<file path="src/rtl/core/helix_position_generator_assert.svh">
`ifndef HELIX_POSITION_GENERATOR_ASSERT_SVH
`define HELIX_POSITION_GENERATOR_ASSERT_SVH

// Same-cycle implication, checked on every rising clk edge outside reset.
`define HPG_ASSERT_IMPLY(label, ante, cons, msg) \
    label: assert property (@(posedge clk) disable iff (!rst_n) (ante) |-> (cons)) \
        else $error(msg);

// Next-cycle implication, checked on every rising clk edge outside reset.
`define HPG_ASSERT_NEXT(label, ante, cons, msg) \
    label: assert property (@(posedge clk) disable iff (!rst_n) (ante) |=> (cons)) \
        else $error(msg);

`endif

</file>
<file path="src/rtl/core/hpg_pkg.sv">
package hpg_pkg;

    localparam int PHASE_BITS_DEF     = 32;
    localparam int AMPLITUDE_BITS_DEF = 16;

    localparam int CORDIC_STEPS = 16;
    localparam int ITER_W       = $clog2(CORDIC_STEPS);

    // Configuration register indexes
    localparam int CFG_IDX_W = 3;
    localparam logic [CFG_IDX_W-1:0] REG_RADIUS       = 3'd0;
    localparam logic [CFG_IDX_W-1:0] REG_PHASE_STEP   = 3'd1;
    localparam logic [CFG_IDX_W-1:0] REG_PHASE_OFFSET = 3'd2;
    localparam logic [CFG_IDX_W-1:0] REG_Z_START      = 3'd3;
    localparam logic [CFG_IDX_W-1:0] REG_Z_STEP       = 3'd4;
    localparam logic [CFG_IDX_W-1:0] REG_LAST_INDEX   = 3'd5;

    // CORDIC gain compensation, K * 2^30
    localparam int CORDIC_K_Q30 = 652032874;

    typedef enum logic [6:0] {
        ST_IDLE = 7'b0000001,
        ST_INIT = 7'b0000010,
        ST_ROT  = 7'b0000100,
        ST_QUAD = 7'b0001000,
        ST_MULX = 7'b0010000,
        ST_MULY = 7'b0100000,
        ST_EMIT = 7'b1000000
    } hpg_state_t;

    // atan(2^-i), full turn = 2^32
    function automatic logic signed [31:0] atan_angle(input logic [ITER_W-1:0] i);
        logic signed [31:0] a;
        unique case (i)
            4'd0:    a = 32'sd536870912;
            4'd1:    a = 32'sd316933406;
            4'd2:    a = 32'sd167458907;
            4'd3:    a = 32'sd85004756;
            4'd4:    a = 32'sd42667331;
            4'd5:    a = 32'sd21354465;
            4'd6:    a = 32'sd10679838;
            4'd7:    a = 32'sd5340245;
            4'd8:    a = 32'sd2670163;
            4'd9:    a = 32'sd1335087;
            4'd10:   a = 32'sd667544;
            4'd11:   a = 32'sd333772;
            4'd12:   a = 32'sd166886;
            4'd13:   a = 32'sd83443;
            4'd14:   a = 32'sd41722;
            4'd15:   a = 32'sd20861;
            default: a = 32'sd0;
        endcase
        return a;
    endfunction

endpackage

</file>
<file path="src/rtl/core/helix_position_generator.sv">
// Helical path sample generator.
// Input channel (in_valid/in_ready, field restart): each transfer is one tick.
// restart = 1 starts the path at sample 0 (phase_offset, z_start); restart = 0
// advances index, phase and z by one step and gives the next sample. A tick
// after the sample flagged is_last gives no result until the next restart.
// Output channel (out_valid/out_ready): sample_index, pos_x, pos_y, pos_z,
// is_last. x and y come from one CORDIC stage reused for 16 rotation steps,
// then one multiplier reused for the x and y radius scaling.
// Steps per tick: setup, the 16 rotations, quadrant fold, the x and y
// multiplies, then the load into the output register. The shared CORDIC
// stage takes no new tick until the current one reaches the output
// register; in_ready is high only while the sequencer is idle.
// The output register holds a finished sample while the receiver stalls;
// the next tick is still taken, and its sample waits in the load step until
// the output register frees up. Configuration writes (cfg_write, cfg_index,
// cfg_data) take effect at once and belong in idle periods only.
// Reset clears all configuration registers and accumulators and leaves the
// block waiting for a restart.
module helix_position_generator
    import hpg_pkg::*;
#(
    parameter int PHASE_BITS     = PHASE_BITS_DEF,
    parameter int AMPLITUDE_BITS = AMPLITUDE_BITS_DEF
) (
    input  logic                 clk,
    input  logic                 rst_n,

    input  logic                 cfg_write,
    input  logic [CFG_IDX_W-1:0] cfg_index,
    input  logic [31:0]          cfg_data,

    input  logic                 in_valid,
    output logic                 in_ready,
    input  logic                 restart,

    output logic                 out_valid,
    input  logic                 out_ready,
    output logic [15:0]          sample_index,
    output logic signed [16:0]   pos_x,
    output logic signed [16:0]   pos_y,
    output logic signed [31:0]   pos_z,
    output logic                 is_last
);

    // CORDIC datapath width: amplitude plus guard and sign bits
    localparam int XW     = AMPLITUDE_BITS + 3;
    // radius (17 bit signed) times CORDIC output
    localparam int PW     = XW + 17;
    localparam int PH_DOWN = (PHASE_BITS >= 32) ? (PHASE_BITS - 32) : 0;
    localparam int PH_UP   = (PHASE_BITS < 32) ? (32 - PHASE_BITS) : 0;
    localparam int X_INIT_I = (CORDIC_K_Q30 + (1 << (29 - AMPLITUDE_BITS)))
                              >> (30 - AMPLITUDE_BITS);
    localparam logic signed [XW-1:0] X_INIT  = XW'(X_INIT_I);
    localparam logic signed [XW-1:0] LIM_POS = XW'(longint'(1) << AMPLITUDE_BITS);
    localparam logic signed [XW-1:0] LIM_NEG = -LIM_POS;
    localparam logic signed [PW-1:0] RND_HALF = PW'(longint'(1) << (AMPLITUDE_BITS - 1));
    localparam logic [ITER_W-1:0]    ITER_LAST = ITER_W'(CORDIC_STEPS - 1);

    // configuration
    logic [15:0]        radius_reg;
    logic [31:0]        phase_step_reg;
    logic [31:0]        phase_offset_reg;
    logic signed [31:0] z_start_reg;
    logic signed [31:0] z_step_reg;
    logic [15:0]        last_index_reg;

    // path state
    logic [15:0]            index_count_reg, index_count_next;
    logic [PHASE_BITS-1:0]  phase_acc_reg, phase_acc_next;
    logic signed [31:0]     z_acc_reg, z_acc_next;
    logic                   finished_reg, finished_next;

    // sequencer
    hpg_state_t        state_reg, state_next;
    logic [ITER_W-1:0] iter_reg, iter_next;

    // CORDIC and scaling datapath
    logic signed [XW-1:0] x_reg, x_next;
    logic signed [XW-1:0] y_reg, y_next;
    logic signed [31:0]   ang_reg, ang_next;
    logic [1:0]           quad_reg, quad_next;
    logic signed [XW-1:0] cos_reg, cos_next;
    logic signed [XW-1:0] sin_reg, sin_next;
    logic signed [PW-1:0] prod_reg;
    logic signed [16:0]   px_reg;

    // output register
    logic               out_valid_reg, out_valid_next;
    logic [15:0]        sample_index_reg;
    logic signed [16:0] pos_x_reg;
    logic signed [16:0] pos_y_reg;
    logic signed [31:0] pos_z_reg;
    logic               is_last_reg;

    logic               in_xfer;
    logic               tick_emits;
    logic               out_load;
    logic signed [32:0] z_sum;
    logic [31:0]        phase_turn;
    logic [31:0]        quad_round;
    logic signed [XW-1:0] x_shift, y_shift;
    logic signed [31:0]   step_ang;
    logic signed [XW-1:0] c_raw, s_raw;
    logic signed [XW-1:0] mul_b;
    logic signed [PW-1:0] mul_res;
    logic signed [PW-1:0] prod_rnd;

    assign in_ready   = (state_reg == ST_IDLE);
    assign in_xfer    = in_valid && in_ready;
    assign tick_emits = restart || !finished_reg;
    assign out_load   = (state_reg == ST_EMIT) && (!out_valid_reg || out_ready);

    // -------------------------------------------------------------------
    // Configuration registers
    // -------------------------------------------------------------------
    always_ff @(posedge clk or negedge rst_n)
    begin
        if (!rst_n)
        begin
            radius_reg       <= '0;
            phase_step_reg   <= '0;
            phase_offset_reg <= '0;
            z_start_reg      <= '0;
            z_step_reg       <= '0;
            last_index_reg   <= '0;
        end
        else if (cfg_write)
        begin
            unique case (cfg_index)
                REG_RADIUS:       radius_reg       <= cfg_data[15:0];
                REG_PHASE_STEP:   phase_step_reg   <= cfg_data;
                REG_PHASE_OFFSET: phase_offset_reg <= cfg_data;
                REG_Z_START:      z_start_reg      <= cfg_data;
                REG_Z_STEP:       z_step_reg       <= cfg_data;
                REG_LAST_INDEX:   last_index_reg   <= cfg_data[15:0];
                default:          ; // unmapped index: drop the write
            endcase
        end
    end

    // -------------------------------------------------------------------
    // Path accumulators: update on each tick that produces a sample
    // -------------------------------------------------------------------
    assign z_sum = 33'(z_acc_reg) + 33'(z_step_reg);

    always_comb
    begin
        index_count_next = index_count_reg;
        phase_acc_next   = phase_acc_reg;
        z_acc_next       = z_acc_reg;
        finished_next    = finished_reg;
        if (in_xfer && tick_emits)
        begin
            if (restart)
            begin
                index_count_next = '0;
                phase_acc_next   = PHASE_BITS'(phase_offset_reg);
                z_acc_next       = z_start_reg;
            end
            else
            begin
                index_count_next = index_count_reg + 16'd1;
                phase_acc_next   = phase_acc_reg + PHASE_BITS'(phase_step_reg);
                // saturate on signed overflow
                if (z_sum[32] != z_sum[31])
                    z_acc_next = z_sum[32] ? 32'sh8000_0000 : 32'sh7FFF_FFFF;
                else
                    z_acc_next = z_sum[31:0];
            end
            finished_next = (index_count_next == last_index_reg);
        end
    end

    always_ff @(posedge clk or negedge rst_n)
    begin
        if (!rst_n)
        begin
            index_count_reg <= '0;
            phase_acc_reg   <= '0;
            z_acc_reg       <= '0;
            finished_reg    <= 1'b1;
        end
        else
        begin
            index_count_reg <= index_count_next;
            phase_acc_reg   <= phase_acc_next;
            z_acc_reg       <= z_acc_next;
            finished_reg    <= finished_next;
        end
    end

    // -------------------------------------------------------------------
    // Shared datapath: quadrant split, CORDIC step, quadrant fold, multiply
    // -------------------------------------------------------------------
    // bring the phase to 32 bits per turn
    assign phase_turn = 32'(phase_acc_reg >> PH_DOWN) << PH_UP;
    assign quad_round = phase_turn + 32'h2000_0000;

    assign x_shift  = x_reg >>> iter_reg;
    assign y_shift  = y_reg >>> iter_reg;
    assign step_ang = atan_angle(iter_reg);

    always_comb
    begin
        case (quad_reg)
            2'd0:    begin c_raw = x_reg;  s_raw = y_reg;  end
            2'd1:    begin c_raw = -y_reg; s_raw = x_reg;  end
            2'd2:    begin c_raw = -x_reg; s_raw = -y_reg; end
            default: begin c_raw = y_reg;  s_raw = -x_reg; end
        endcase
    end

    assign mul_b    = (state_reg == ST_MULX) ? cos_reg : sin_reg;
    assign mul_res  = PW'($signed({1'b0, radius_reg})) * PW'(mul_b);
    assign prod_rnd = prod_reg + RND_HALF;

    always_comb
    begin
        state_next     = state_reg;
        iter_next      = iter_reg;
        x_next         = x_reg;
        y_next         = y_reg;
        ang_next       = ang_reg;
        quad_next      = quad_reg;
        cos_next       = cos_reg;
        sin_next       = sin_reg;
        out_valid_next = out_valid_reg && !out_ready;

        unique case (state_reg)
            ST_IDLE:
            begin
                if (in_xfer && tick_emits)
                    state_next = ST_INIT;
            end
            ST_INIT:
            begin
                // split off the quadrant, keep the signed residual angle
                quad_next  = quad_round[31:30];
                ang_next   = phase_turn - {quad_round[31:30], 30'd0};
                x_next     = X_INIT;
                y_next     = '0;
                iter_next  = '0;
                state_next = ST_ROT;
            end
            ST_ROT:
            begin
                if (!ang_reg[31])
                begin
                    x_next   = x_reg - y_shift;
                    y_next   = y_reg + x_shift;
                    ang_next = ang_reg - step_ang;
                end
                else
                begin
                    x_next   = x_reg + y_shift;
                    y_next   = y_reg - x_shift;
                    ang_next = ang_reg + step_ang;
                end
                iter_next = iter_reg + 1'b1;
                if (iter_reg == ITER_LAST)
                    state_next = ST_QUAD;
            end
            ST_QUAD:
            begin
                // rotate back by whole quarter turns and clamp to unit amplitude
                cos_next = (c_raw > LIM_POS) ? LIM_POS :
                           ((c_raw < LIM_NEG) ? LIM_NEG : c_raw);
                sin_next = (s_raw > LIM_POS) ? LIM_POS :
                           ((s_raw < LIM_NEG) ? LIM_NEG : s_raw);
                state_next = ST_MULX;
            end
            ST_MULX:
            begin
                state_next = ST_MULY;
            end
            ST_MULY:
            begin
                state_next = ST_EMIT;
            end
            ST_EMIT:
            begin
                // hold here until the output register is free
                if (out_load)
                begin
                    out_valid_next = 1'b1;
                    state_next     = ST_IDLE;
                end
            end
            default:
            begin
                state_next = ST_IDLE;
            end
        endcase
    end

    always_ff @(posedge clk or negedge rst_n)
    begin
        if (!rst_n)
        begin
            state_reg     <= ST_IDLE;
            iter_reg      <= '0;
            out_valid_reg <= 1'b0;
        end
        else
        begin
            state_reg     <= state_next;
            iter_reg      <= iter_next;
            out_valid_reg <= out_valid_next;
        end
    end

    always_ff @(posedge clk)
    begin
        x_reg    <= x_next;
        y_reg    <= y_next;
        ang_reg  <= ang_next;
        quad_reg <= quad_next;
        cos_reg  <= cos_next;
        sin_reg  <= sin_next;
        if (state_reg == ST_MULX || state_reg == ST_MULY)
            prod_reg <= mul_res;
        // x product is ready while y is multiplied: round it here
        if (state_reg == ST_MULY)
            px_reg <= prod_rnd[AMPLITUDE_BITS +: 17];
        if (out_load)
        begin
            sample_index_reg <= index_count_reg;
            pos_x_reg        <= px_reg;
            pos_y_reg        <= prod_rnd[AMPLITUDE_BITS +: 17];
            pos_z_reg        <= z_acc_reg;
            is_last_reg      <= (index_count_reg == last_index_reg);
        end
    end

    assign out_valid    = out_valid_reg;
    assign sample_index = sample_index_reg;
    assign pos_x        = pos_x_reg;
    assign pos_y        = pos_y_reg;
    assign pos_z        = pos_z_reg;
    assign is_last      = is_last_reg;

    // -------------------------------------------------------------------
    // Assertions
    // -------------------------------------------------------------------
`include "helix_position_generator_assert.svh"

    `HPG_ASSERT_NEXT(a_rot_ends, (state_reg == ST_ROT) && (iter_reg == ITER_LAST), (state_reg == ST_QUAD), "CORDIC did not finish after the last step")
    `HPG_ASSERT_NEXT(a_emit_waits, (state_reg == ST_EMIT) && out_valid_reg && !out_ready, (state_reg == ST_EMIT) && out_valid_reg, "sample loaded over a stalled result")
    `HPG_ASSERT_NEXT(a_idle_tick, in_valid && in_ready && !restart && finished_reg, (state_reg == ST_IDLE), "tick after the last sample started a computation")

endmodule
</file>
<file path="config.mk">
export PLATFORM = sky130hd
export DESIGN_NAME = helix_position_generator
export DESIGN_NICKNAME = d
export VERILOG_FILES = /design/src/rtl/core/hpg_pkg.sv /design/src/rtl/core/helix_position_generator.sv
export VERILOG_INCLUDE_DIRS = /design/src /design/src/rtl/core
export SDC_FILE = /design/constraint.sdc
export NUM_CORES = 2
export LEC_CHECK = 0
export BUFFER_PORTS_ARGS = -buffer_cell sky130_fd_sc_hd__buf_2
export CORE_MARGIN = 8
export CORE_UTILIZATION = 70
export CTS_BUF_LIST = sky130_fd_sc_hd__clkbuf_8
export DETAILED_ROUTE_END_ITERATION = 10
export GPL_TIMING_DRIVEN = 0
export HOLD_SLACK_MARGIN = 0.12
export PLACE_DENSITY = 0.89
export REMOVE_ABC_BUFFERS = 1
export SLEW_MARGIN = 20
export SYNTH_ARGS = -nofsm -noshare
export SYNTH_HDL_FRONTEND = slang
export SYNTH_SLANG_ARGS = --single-unit
</file>
<file path="constraint.sdc">
create_clock -name clk -period 20.7 [get_ports clk]
set_input_delay 2.07 -clock clk [delete_from_list [all_inputs] [get_ports clk]]
set_output_delay 2.07 -clock clk [all_outputs]
set_load 0.1 [all_outputs]
</file>
==> metrics.yaml <==
clocking:
  htree_levels: 3
  numClockSinks: 481
  cts_root_buf: "clkbuf_8"
  cts_buffers: 80
  cts_buffer_depth: 3
  clk-insertion-delay-late_ps: 690
  clk_pin_slew_worst_paths_ps: 70
  holdBufCountCts: 0
  tritoncts: "done"
  cts_setup_buffers: 0
  cts_resized: 0
yosys:
  synth.avg_cell_area_um2: 9.78
  synthMostInstantiatedCell: "inv_1"
  postSynth.asyncResetShare: 0.526
  synth_cell_types: 77
  yosysWarnings: 0
  synth_ff_type: "dfrtp_1"
  netlist_area_mm2: 0.0400
  synth_edf_count: 228
  synth-seq-cells: 481
  yosysTopAreaCell: "edfxtp_1"
  synth_area_leaders: "edfxtp_1 17%, dfrtp_1 16%, fa_1 14%"
  synth_common_cells: "426 x inv_1, 421 x nand2_1, 290 x fa_1"
  yosysTopAreaCellShare: 0.171
  synthCells: 4095
  synth_sequential_area_ratio: 0.329
layout:
  diodes: 0
  drive_gt1_frac: 0.133
  final_cells: 4960
  multi_input_area_mm2: 0.0245
  fin_area_mm2: 0.0433
  nFillCells: 3364
  ff_latch_area_mm2: 0.0132
  finalNetCount: 4697
  area_delta_synth_final_pct: 8.15
worst_setup_path:
  critical_path_buf_inv_count: 4
  cp-end-kind: "register"
  crit_arrival_ps: 10100
  max_stage_delay_ps: 820
  crit_family: "adder cells"
  cp-start-kind: "register"
  cp_slowest_cell: "and3b_1"
  cp_max_fo: 21
  cpMostUsedCell: "fa_1"
  crit_type: "register to register"
  cp.required_ps: 21120
detailed_routing:
  first_pass_iters: 6
  drt-total-wl_mm: 101
  drtIter0Drc: 3169
  post_drt_wl_per_cell_um: 20.3
  vias: 31500
  detail-route-antenna-nets: 0
  vias_per_cell: 6.35
  drc_errors: 0
timing:
  finalSetupTns_ps: 0
  clock_skew_ps: 28.2
  maxSlewViolCount: 0
  finalSetupViolCount: 0
  rsz0062_at_grt: "no"
  post-route-period-util: 0.468
  max_freq_mhz: 103
  min_period_ps: 9680
  maxSlewHeadroom: 0.284
  hold_viol: 0
  tightestPinTransition_ps: 1070
global_routing:
  grt_overflow: 0
  grt_pass1_wl_mm: 164
  grt_usage: 0.310
  grt_pass1_vias: 32700
  grt_max_degree: 102
  antenna_found_initial: 0
placed_design:
  dp_hpwl_mm: 69.8
  postPlaceCellArea_mm2: 0.0415
  gp_congestion: 0.909
  dp.cells: 4811
  port_buffers: 125
job:
  drv_cap: 0
floorplanning:
  die_y_um: 255
  die_w_um: 255
  num_rows: 87
  core_area_mm2: 0.0565
  start_util: 0.709
  dieArea_mm2: 0.0651
  ioPinCount: 126
run_status:
  status: "complete, no violations"
hold_path:
  hp-class: "register to register"
## worst paths after layout
kind,from,endpoint,slack [ps],cells after the start
max,state_reg[3],prod_reg[32],11020,27
min,px_reg[15],pos_x[15],420,0
max reg2reg,state_reg[3],prod_reg[32],11020,27
min reg2reg,px_reg[15],pos_x[15],420,0
max in group asynchronous,rst_n,state_reg[0],18100,4
min in group asynchronous,rst_n,z_start_reg[23],1380,2
## area by class of cell
class | count | area share
clock buffers | 96 | 0.0305
clock inverters | 52 | 0.0104
inverters | 430 | 0.0374
multi-input cells | 2984 | 0.566
flip-flops and latches | 481 | 0.305
well taps | 756 | 0.0218
repair buffers | 161 | 0.0287
## cell usage in the layout, fill, tap and decap left out, drive strengths merged, types with 25 or more instances in the layout
cell type | synthesis | routed
inv | 426 | 453
nand2 | 422 | 422
fa | 290 | 290
nor2 | 262 | 262
a21oi | 258 | 258
dfrtp | 251 | 251
o21ai | 239 | 239
ha | 228 | 228
edfxtp | 228 | 228
xnor2 | 197 | 197
mux2 | 185 | 185
and2 | 165 | 165
buf | 38 | 161
xor2 | 103 | 103
clkbuf | 162 | 96
a21o | 53 | 53
or3 | 49 | 49
nor3 | 48 | 48
and3 | 35 | 35
nor2b | 35 | 35
nand2b | 35 | 35
mux4 | 34 | 34
nand3 | 34 | 34
a31oi | 32 | 32
o21a | 27 | 27
mux2i | 25 | 25
a211oi | 25 | 25
## through the flow
step                hold slack, ps  utilization  worst slack (ps)
global route                   417        0.766             10700
detailed placement             408        0.735             11480
global placement               401        0.723              9500
CTS                            415        0.766             11180
finish                         417        0.766             11020
floorplan                      400            -             12620
## kinds of logic (layout without fill, tap and decap cells)
| logic type | after synthesis | after routing | synth area share |
|---|---|---|---|
| adder cells (fa/ha/maj) | 518 | 518 | 0.216 |
| AO/OA/AOI/OAI | 752 | 752 | 0.111 |
| multiplexers | 244 | 244 | 0.0774 |
| AND/OR/NAND/NOR | 1170 | 1170 | 0.141 |
| flip-flops | 481 | 481 | 0.329 |
| XOR/XNOR | 300 | 300 | 0.0656 |
| buffers and inverters | 630 | 739 | 0.0600 |
## routing by layer
layer	up-vias	track usage	share of wire
li1	14000	-	-
met1	15400	0.375	0.37
met2	1717	0.530	0.49
met3	438	0.0547	0.082
met4	0	0.157	0.050
met5	-	0	0
Power is not shown: default switching activity piles up to over one toggle a cycle in this logic, so the estimate is an artifact.
